File: src/rtl/core/q4k_q8k_row_dot_product_core_macros.svh
// ----------------------------------------------------------------------------
// q4k/q8k row dot product core assertion macros
// shared assertion wrappers, empty when SYNTH is defined
// ----------------------------------------------------------------------------
`ifndef Q4K_Q8K_ROW_DOT_PRODUCT_CORE_MACROS_SVH
`define Q4K_Q8K_ROW_DOT_PRODUCT_CORE_MACROS_SVH
`ifndef SYNTH
// same-cycle implication
`define QK_ASSERT_IMP(lbl, clk, rstn, ante, cons) \
	lbl: assert property (@(posedge clk) disable iff (!rstn) (ante) |-> (cons)) \
		else $error("same-cycle implication check failed");
// next-cycle implication
`define QK_ASSERT_NEXT(lbl, clk, rstn, ante, cons) \
	lbl: assert property (@(posedge clk) disable iff (!rstn) (ante) |=> (cons)) \
		else $error("next-cycle implication check failed");
`else
`define QK_ASSERT_IMP(lbl, clk, rstn, ante, cons)
`define QK_ASSERT_NEXT(lbl, clk, rstn, ante, cons)
`endif
`endif

File: src/rtl/core/qkdp_pkg.sv
// ----------------------------------------------------------------------------
// qkdp_pkg
// types and constants shared by the row dot product core
// ----------------------------------------------------------------------------
package qkdp_pkg;

	localparam int SUPERBLOCK_ELEMS = 256;
	localparam int BEATS = SUPERBLOCK_ELEMS / 16;
	localparam int BEAT_W = $clog2(BEATS);
	localparam int FOLD_STEPS = 10;
	localparam int STEP_W = $clog2(FOLD_STEPS);

	localparam logic CMD_HEADER = 1'b0;
	localparam logic CMD_DATA = 1'b1;

	localparam logic [31:0] FP32_QNAN = 32'h7FC0_0000;
	localparam logic [31:0] FP32_POS_ZERO = 32'h0000_0000;

	typedef enum logic [2:0] {
		OP_H2F_W,
		OP_H2F_M,
		OP_MUL_DA,
		OP_MUL_T,
		OP_CVT_ISUM,
		OP_CVT_MSUM,
		OP_ADD_R,
		OP_SUB_R
	} fold_op_t;

	typedef enum logic [1:0] {
		FPU_MUL,
		FPU_ADD,
		FPU_CVT_INT,
		FPU_CVT_HALF
	} fpu_op_t;

	typedef struct packed {
		logic     load_hdr;
		logic     load_data;
		logic     dot;
		logic     acc;
		logic     fold_start;
		fold_op_t fold_op;
		logic     clear_sums;
		logic     emit;
	} qkdp_cmd_t;

	typedef struct packed {
		logic beat_end;
		logic fpu_done;
		logic out_free;
	} qkdp_stat_t;

	// fold order: r += (dw*da)*isum, then r -= (dmin*da)*msum
	function automatic fold_op_t fold_step_op(input logic [STEP_W-1:0] step);
		fold_op_t op;
		case (int'(step))
			0: op = OP_H2F_W;
			1: op = OP_MUL_DA;
			2: op = OP_CVT_ISUM;
			3: op = OP_MUL_T;
			4: op = OP_ADD_R;
			5: op = OP_H2F_M;
			6: op = OP_MUL_DA;
			7: op = OP_CVT_MSUM;
			8: op = OP_MUL_T;
			default: op = OP_SUB_R;
		endcase
		return op;
	endfunction

endpackage

File: src/rtl/core/qkdp_ctrl.sv
// ----------------------------------------------------------------------------
// qkdp_ctrl
// sequencer for header loads, data beats, the superblock fold and the emit
// ----------------------------------------------------------------------------
module qkdp_ctrl import qkdp_pkg::*; (
	input  logic       clk,
	input  logic       arst_n,
	input  logic       in_valid,
	input  logic       in_command,
	input  logic       in_last,
	output logic       in_ready,
	input  qkdp_stat_t stat,
	output qkdp_cmd_t  cmd
);

	typedef enum logic [2:0] {
		ST_IDLE,
		ST_DOT,
		ST_ACC,
		ST_FSTART,
		ST_FWAIT,
		ST_EMIT
	} ctrl_state_t;

	ctrl_state_t       state_q;
	logic [STEP_W-1:0] step_q;
	logic              last_q;
	logic              last_step;

	assign last_step = (step_q == STEP_W'(FOLD_STEPS - 1));
	assign in_ready = (state_q == ST_IDLE);

	always_comb begin
		cmd = '0;
		cmd.fold_op = fold_step_op(step_q);
		cmd.load_hdr = (state_q == ST_IDLE) && in_valid && (in_command == CMD_HEADER);
		cmd.load_data = (state_q == ST_IDLE) && in_valid && (in_command == CMD_DATA);
		cmd.dot = (state_q == ST_DOT);
		cmd.acc = (state_q == ST_ACC);
		cmd.fold_start = (state_q == ST_FSTART);
		cmd.clear_sums = (state_q == ST_FWAIT) && stat.fpu_done && last_step;
		cmd.emit = (state_q == ST_EMIT) && stat.out_free;
	end

	always_ff @(posedge clk or negedge arst_n) begin
		if (!arst_n) begin
			state_q <= ST_IDLE;
			step_q <= '0;
			last_q <= 1'b0;
		end else begin
			case (state_q)
				ST_IDLE: begin
					if (in_valid && (in_command == CMD_DATA)) begin
						last_q <= in_last;
						state_q <= ST_DOT;
					end
				end
				ST_DOT: state_q <= ST_ACC;
				ST_ACC: begin
					if (stat.beat_end) begin
						step_q <= '0;
						state_q <= ST_FSTART;
					end else if (last_q) begin
						state_q <= ST_EMIT;
					end else begin
						state_q <= ST_IDLE;
					end
				end
				ST_FSTART: state_q <= ST_FWAIT;
				ST_FWAIT: begin
					if (stat.fpu_done) begin
						if (last_step) begin
							state_q <= last_q ? ST_EMIT : ST_IDLE;
						end else begin
							step_q <= step_q + STEP_W'(1);
							state_q <= ST_FSTART;
						end
					end
				end
				ST_EMIT: begin
					if (stat.out_free) state_q <= ST_IDLE;
				end
				default: state_q <= ST_IDLE;
			endcase
		end
	end

endmodule
File: config.mk
export PLATFORM = sky130hd
export DESIGN_NAME = qkdp_ctrl
export DESIGN_NICKNAME = d
export VERILOG_FILES = /design/src/rtl/core/q4k_q8k_row_dot_product_core_macros.svh /design/src/rtl/core/qkdp_pkg.sv /design/src/rtl/core/qkdp_ctrl.sv
export SDC_FILE = /design/constraint.sdc
export NUM_CORES = 1
export LEC_CHECK = 0
export BUFFER_PORTS_ARGS = -buffer_cell sky130_fd_sc_hd__buf_2
export CAP_MARGIN = 20
export CORE_UTILIZATION = 50
export DETAILED_ROUTE_END_ITERATION = 8
export PLACE_DENSITY = 0.77
export SYNTH_ARGS = -nofsm -noshare
export SYNTH_HDL_FRONTEND = slang
export SYNTH_SLANG_ARGS = --single-unit
export TNS_END_PERCENT = 20
File: constraint.sdc
create_clock -name clk -period 2.4 [get_ports clk]
set_clock_uncertainty 0.2 [all_clocks]
set_input_delay 0.48 -clock clk [delete_from_list [all_inputs] [get_ports clk]]
set_output_delay 0.48 -clock clk [all_outputs]
set_load 0.03 [all_outputs]
==> metrics.txt, run 1 <==
drc violations=0; Clock Sinks=8; port bufs=18; Clock power frac=10.9%; CP Capture Type=primary output; Synth Register Bits=8; commonest non-fill, non-tap cell in the layout=buf_2; max_slew headroom=between 70% and 80%; total track usage=19.2%; Flop pwr share=35.5%; Critical Path AT=1570 ps; Pint=426 uW; TNS Setup=0 ps; metal3 WL=43 um; Psw=about 420 uW; layout cells sized above 1=26.3%; CTS clk-pin slew, worst paths=~50 ps; largest net degree at the start of global routing=14; status=finished, final reports clean; Die Height=about 39 um; asr flop ratio synth=100%; Crit path largest cell delay=500 ps; nets@finish=109; Synth cell types=36; synthesized area per cell=8.73 sq um; met1 WL=between 600 and 700 um; Setup Crit Path Kind=flip-flop to primary output; post-synthesis cell area=689 sq um; Final Hold Vio Count=0; Pwr per Cell Area=~1100 nW/um^2; mean routed wirelength per cell=12.3 um; final WL=1350 um; vias in the first global route=454; Initial Util=between 50 and 60%; initial antenna violation count=0; Hold WS=between 200 and 300 ps; Max Clk Rate=444 MHz; max-slew violation count=0; peak supply drop=529 uV; via count=614; Critical-path top delay cell=dfrtp_1; number of iterations in the first detailed-routing pass=4; Vias/cell=about 5.6; Gate Count Post-Synth=between 70 and 80; CORE AREA=between 1000 and 1500 sq um; CP Cell Sequence=inv_1 > ha_1 > nor2b_1 > a211oi_1 > a31oi_1 > buf_2; CP required=1720 ps; total gr overflow=0; RSZ-0062 raised after global routing=no; Root Buffer=clkbuf_4; Initial DRC Count=16; sequential share of the synthesized area=between 20% and 30%; Max Cap Viol=0; Core Rows=13; EDFF count, synth=0; leakage=just under 0.4 nW; Syn Nets=91; CTS buffer count=3; commonest non-fill, non-tap cells in the layout=buf_2, nand2_1, dfrtp_1; Setup Fix Bufs, Post-CTS=0; DP HPWL=1060 um; Worst Max-Slew Pin Slew=approximately 430 ps; CTS max path bufs=2; first-pass GRT wire length=1990 um; Ant. Diodes=0; die width=39.1 um; Syn. warnings=0; CTS H-Tree Depth=1; IO Count=19; Max Used Layer=met3; post-route clock period utilization=about 94%; Crit Path Max Fanout=9; CTS tree=built; Hold Path Class=primary input to flip-flop; GPL Wtd Cong=0.664; switch share=49.7%; prevailing post-synth register cell=dfrtp_1; die area=1530 sq um; Comb power frac=a little over half; WL met2=617 um; CP Launch Type=flip-flop; P&R area growth vs syn=15.2%; Tmin final=2250 ps; Skew-Pair Late Insertion Delay=around 240 ps; ANT nets after route=0; final setup fails=0
[Yosys cell counts (all sizes together) (2+ instances only)]
cell type / number / area (sq um)
dfrtp: 8 / 200
nand2b: 4 / 25.0
a21oi: 3 / 15.0
nand3: 2 / 10.0
a31o: 2 / 17.5
clkbuf: 2 / 7.51
ha: 4 / 50.1
nand4b: 2 / 17.5
nand4: 2 / 12.5
nor3: 2 / 15.0
nor2: 4 / 15.0
inv: 5 / 18.8
mux2i: 2 / 20.0
o311ai: 2 / 17.5
buf: 4 / 28.8
nand2: 9 / 33.8
mux2: 2 / 22.5
and3: 4 / 25.0
a211oi: 2 / 15.0
nor2b: 3 / 18.8
[per-layer routing]
layer,up-vias,global-route usage (%)
met3,0,1.73
met4,0,7.76
met5,-,0
li1,320,-
met2,13,26.3
met1,281,30.2
[power by group through the flow]
| stage | Combinational (mW) | Sequential (mW) | Clock (mW) |
|---|---|---|---|
| after CTS | 0.457 | 0.296 | 0.100 |
| final | 0.454 | 0.300 | 0.0924 |
| after detailed placement | 0.455 | 0.300 | 0 |
| after global routing | 0.501 | 0.310 | 0.110 |
| after global placement | 0.442 | 0.297 | 0 |
| after floorplan | 0.448 | 0.218 | 0 |
[repair_timing]
item                                   4_1_cts  5_1_grt
gates resized for setup                      0        0
endpoints found under the hold margin        8        0
hold buffers                                 1        0
[cell families after synthesis]
group,share of synthesized area (%)
AOI/OAI and AO/OA,14.7
DFF,29.0
and+or+nand+nor,33.6
adders and majority gates,7.26
muxes,6.17
xor gates and xnor gates,1.27
buffers and inverters,7.99
[worst max-delay path: cells and delay by family (launching register included)]
kind / cells / cell delay [ps]
fa+ha+maj: 1 / 210
compound gates: 2 / 190
simple gates: 1 / 100
flops: 1 / 500
buf+inv: 2 / 320
[metrics by stage]
stage | area, sq um | utilization [%] | total power [mW] | cells | worst slack (ps)
after floorplan | 689 | - | 0.665 | 79 | 193
after global placement | 762 | 59.3 | 0.739 | 106 | 455
after detailed placement | 762 | 59.3 | 0.755 | 106 | 408
after CTS | 795 | 61.8 | 0.854 | 110 | 141
after global routing | 795 | 61.8 | 0.921 | 110 | 34.5
final | 795 | 61.8 | 0.847 | 110 | 148
[registers in the layout, indices dropped and copies added (netlist names)]
signal and flops:
last_q 1, state_q 3, step_q 4
[cell type report]
| cell class | instances | area, sq um |
|---|---|---|
| well taps | 15 | 18.8 |
| fillers | 119 | 490 |
| multi-input cells | 60 | 434 |
| clock buffers | 3 | 22.5 |
| inverters | 5 | 18.8 |
| flip-flops and latches | 8 | 200 |
| repair buffers | 19 | 100 |
[worst paths after layout]
check	cells past startpoint	slack, ps	from	to
max	6	150	step_q[0]	cmd[4]
min	2	260	in_last	last_q
max reg2reg	4	700	step_q[0]	step_q[3]
min reg2reg	1	380	last_q	last_q
max in group asynchronous	2	1440	arst_n	step_q[2]
min in group asynchronous	2	410	arst_n	state_q[0]
(Power assumes the default switching activity.)
==> inputs of run 2 (changes only) <==
CORE_AREA = 2 2 39 41   (was unset)
CORE_UTILIZATION = unset   (was 50)
DIE_AREA = 0 0 41 43   (was unset)
PLACE_DENSITY = 0.79   (was 0.77)
SKIP_CTS_REPAIR_TIMING = 1   (was unset)
==> run 2 against run 1 <==
  * First-iteration DRC count fell by 56%
  * Total power shrank 0.41%
  * Register-to-register slack about the same
  * Critical path type unchanged
  * Hold slack worse by 2.8 ps
  * Sequential power hardly changed
  * Fmax increased by 4.8%
  * Core utilization is 4.2 points lower
  * Clock power increased by 1%
  * Global-route usage down 1.9 points
  * Critical path depth is the same
  * Wire length fell by 3.2%
==> metrics.txt, run 2 (synthesis results as in run 1) <==
Critical Path AT=roughly 1500 ps; CP Capture Type=primary output; layout cells sized above 1=between 20% and 30%; Root Buffer=clkbuf_4; family with the most delay on the worst path=flip-flops; CTS clk-pin slew, worst paths=50 ps; Final Hold Vio Count=0; commonest non-fill, non-tap cells in the layout=buf_2, nand2_1, dfrtp_1; first-pass GRT wire length=2100 um; IO Count=19; leakage=0.392 nW; ANT nets after route=0; final WL=1310 um; post-route clock period utilization=89.5%; Skew-Pair Late Insertion Delay=240 ps; commonest non-fill, non-tap cell in the layout=buf_2; largest registers=step_q: 4 flops, state_q: 3 flops, last_q: 1 flops; status=finished, final reports clean; Worst Max-Slew Pin Slew=422 ps; Pwr per Cell Area=1060 nW/um^2; Hold Path Class=primary input to flip-flop; DP HPWL=between 1000 and 1500 um; GPL Wtd Cong=between 0.7 and 0.8; die area=1760 sq um; RSZ-0062 raised after global routing=no; vias in the first global route=544; Setup Crit Path Kind=flip-flop to primary output; max reg flops=4; CP Cell Sequence=inv_1 > ha_1 > nor2b_1 > a211oi_1 > a31oi_1 > buf_2; CP Launch Type=flip-flop; CTS max path bufs=2; Filler cells=130; Ant. Diodes=0; number of stages on the worst setup path=6; CTS buffer count=3; TNS Setup=0 ps; peak supply drop=458 uV; Crit path largest cell delay=~440 ps; port bufs=18; mean routed wirelength per cell=11.8 um; Initial Util=between 40% and 50%; final setup fails=0; Crit Path Max Fanout=9; Tmin final=2150 ps; Die Height=between 40 and 50 um; Max Clk Rate=465 MHz; CTS H-Tree Depth=1; initial antenna violation count=0; Clock Sinks=8; R2R depth=5; Vias/cell=5.39; P&R area growth vs syn=15.6%; total gr overflow=0; number of iterations in the first detailed-routing pass=4; nets@finish=109; Initial DRC Count=7; CTS tree=built; Core Rows=14; CORE AREA=1380 sq um; CP required=1720 ps; drc violations=0; final worst setup slack=252 ps; max_slew headroom=a little under three quarters; largest net degree at the start of global routing=14; Max Cap Viol=0; worst path bufs/invs=2; WHS Path Cells=2; max-slew violation count=0; Critical-path top delay cell=dfrtp_2; via count=598; die width=about 40 um; dpl ws=416 ps; Largest Register=step_q; total track usage=17.4%
==> run 2: cell count changes in the layout (fill, tap and decap cells not counted) <==
cell	delta
dfrtp_1	-1
dfrtp_2	+1
==> run 2: worst paths after layout <==
path	start	endpoint	slack [ps]
setup / recovery	step_q[0]	cmd[4]	250
hold / removal	in_last	last_q	260
max in group asynchronous	arst_n	step_q[0]	1430
setup reg to reg	step_q[1]	step_q[3]	690
min in group asynchronous	arst_n	state_q[0]	400
hold reg to reg	step_q[0]	step_q[0]	370
==> run 2: routing by layer <==
| metal | share of wire (%) | GRT usage (%) | vias up | routed length [um] |
|---|---|---|---|---|
| li1 | - | - | 316 | - |
| met1 | 50 | 23.5 | 275 | 656 |
| met2 | 48 | 26.9 | 5 | 625 |
| met3 | 1.7 | 1.57 | 2 | 22 |
| met4 | 0.38 | 8.00 | 0 | 5 |
| met5 | 0 | 0 | - | 0 |
==> run 2: cell type report <==
class                           count  area [sq um]  area share (%)
Tap cell                           16          20.0            2.51
Sequential cell                     8           201            25.3
Timing Repair Buffer               19           100            12.6
Inverter                            5          18.8            2.35
Clock buffer                        3          22.5            2.83
Multi-Input combinational cell     60           434            54.5
==> run 2: metrics by stage <==
step	area, sq um	power, mW	hold slack, ps	std cells	util, %
after floorplan	689	0.665	-15.6	79	-
after global placement	763	0.738	122	107	55.2
after detailed placement	763	0.750	123	107	55.2
after CTS	786	0.851	-144	110	56.8
after global routing	797	0.916	253	111	57.6
final	797	0.843	255	111	57.6
==> run 2: where the power goes <==
| part | switching [mW] | internal [mW] |
|---|---|---|
| Sequential | 0.119 | 0.182 |
| Combinational | 0.262 | 0.187 |
| Clock | 0.0367 | 0.0566 |
| Total | 0.417 | 0.426 |
==> inputs of run 3 (changes only) <==
CORE_AREA = unset   (was 2 2 39 41)
CORE_UTILIZATION = 40   (was unset)
DIE_AREA = unset   (was 0 0 41 43)
PLACE_DENSITY = unset   (was 0.79)
==> run 3 against run 2 <==
  * Fmax decreased by 4.6%
  * Clock power increased by 1%
  * Clock-buffer cell count unchanged
  * Hold slack got worse by 4.8 ps
  * Non-clock buffer count unchanged
  * Final cell count unchanged
  * Combinational power about the same
  * Highest routed layer unchanged
  * Total power increased by 0.67%
  * Sequential share of layout area decreased by 0.12 points
  * First-iteration DRC count decreased by 29%
  * Die area increased by 7.4%
==> metrics.txt, run 3 (synthesis results as in run 1) <==
status=finished, final reports clean; Largest Register=step_q; max reg flops=4; dpl cells=roughly 110; Tmin final=2250 ps; Critical Path AT=1570 ps; Vias/cell=5.52; CTS clk-pin slew, worst paths=~50 ps; number of iterations in the first detailed-routing pass=4; total gr overflow=0; Clock power frac=11.1%; Die Height=about 44 um; drc violations=0; DP HPWL=1100 um; CP Launch Type=flip-flop; first-pass GRT wire length=2420 um; largest registers=step_q: 4 flops, state_q: 3 flops, last_q: 1 flops; CTS H-Tree Depth=1; die width=43.5 um; CTS tree=built; R2R depth=4; max_slew headroom=71.0%; Worst Max-Slew Pin Slew=435 ps; max-slew violation count=0; largest net degree at the start of global routing=14; Psw=about 420 uW; Core Rows=14; Setup Crit Path Kind=flip-flop to primary output; peak supply drop=between 400 and 500 uV; RSZ-0062 raised after global routing=no; mean routed wirelength per cell=12.6 um; post-route clock period utilization=93.9%; Crit Path Max Fanout=9; Pwr per Cell Area=1070 nW/um^2; via count=613; commonest non-fill, non-tap cells in the layout=buf_2, nand2_1, dfrtp_1; vias in the first global route=545; TNS Setup=0 ps; ANT nets after route=0; total track usage=17.4%; Root Buffer=clkbuf_4; CP required=between 1500 and 2000 ps; Comb power frac=between 50 and 60%; CORE AREA=1560 sq um; Ant. Diodes=0; Hold Path Class=primary input to flip-flop; IO Count=19; Max Clk Rate=444 MHz; final WL=1400 um; CTS max path bufs=2; Final Hold Vio Count=0; Flop pwr share=35.7%; WHS Path Cells=2; initial antenna violation count=0; Max Cap Viol=0; port bufs=18; CP Capture Type=primary output; Skew-Pair Late Insertion Delay=240 ps; Layout Utilization=51.0%; switch share=50.0%; nets@finish=~110; GPL Wtd Cong=0.835; Pint=424 uW; die area=roughly 1900 sq um; commonest non-fill, non-tap cell in the layout=buf_2; P&R area growth vs syn=15.4%; Initial Util=44.2%; fin cells=111; leakage=0.393 nW; final setup fails=0; layout cells sized above 1=26.3%; Initial DRC Count=5; Filler cells=173; Clock Sinks=8; CTS buffer count=3; Power Total=849 uW
run 3: cell count changes in the layout (fill, tap and decap cells not counted):
cell / previous run / this run
dfrtp_2: 1 / 0
dfrtp_1: 7 / 8
run 3: power by group through the flow:
stage | Clock [mW] | Sequential (mW) | Combinational, mW
2_1_floorplan | 0 | 0.218 | 0.448
3_3_place_gp | 0 | 0.301 | 0.446
3_5_place_dp | 0 | 0.303 | 0.454
4_1_cts | 0.103 | 0.300 | 0.455
5_1_grt | 0.110 | 0.316 | 0.498
6_report | 0.0946 | 0.303 | 0.451
run 3: path summary, 6_finish.rpt:
path	start	to	slack, ps
min in group asynchronous	arst_n	last_q	400
worst min-delay path	in_last	last_q	250
worst max-delay path	step_q[0]	cmd[4]	150
worst max register to register	step_q[0]	step_q[3]	680
worst min register to register	last_q	last_q	360
max in group asynchronous	arst_n	step_q[2]	1440
run 3: per-layer routing:
layer / vias up / wire length (um) / GRT usage [%]
li1: 321 / - / -
met2: 8 / 628 / 24.8
met1: 282 / 728 / 24.6
met5: - / 0 / 0
met4: 0 / 10 / 13.1
met3: 2 / 34 / 1.25
run 3: cell type report:
type                            count  area, sq um  area share (%)
Timing Repair Buffer               19          100            12.6
Clock buffer                        3         22.5            2.83
Multi-Input combinational cell     60          434            54.6
Sequential cell                     8          200            25.2
Inverter                            5         18.8            2.36
Tap cell                           16         20.0            2.52
run 3: critical path, stage by stage (launching register included):
cell and delay, ps:
dfrtp_1 510, inv_1 110, ha_1 200, nor2b_1 100, a211oi_1 60, a31oi_1 140
buf_2 210
run 3: metrics by stage:
stage	hold slack [ps]	setup slack [ps]	cell area, sq um
6_report	250	147	796
3_3_place_gp	124	443	763
3_5_place_dp	125	412	763
4_1_cts	-148	138	786
5_1_grt	250	30.1	796
2_1_floorplan	-15.6	193	689
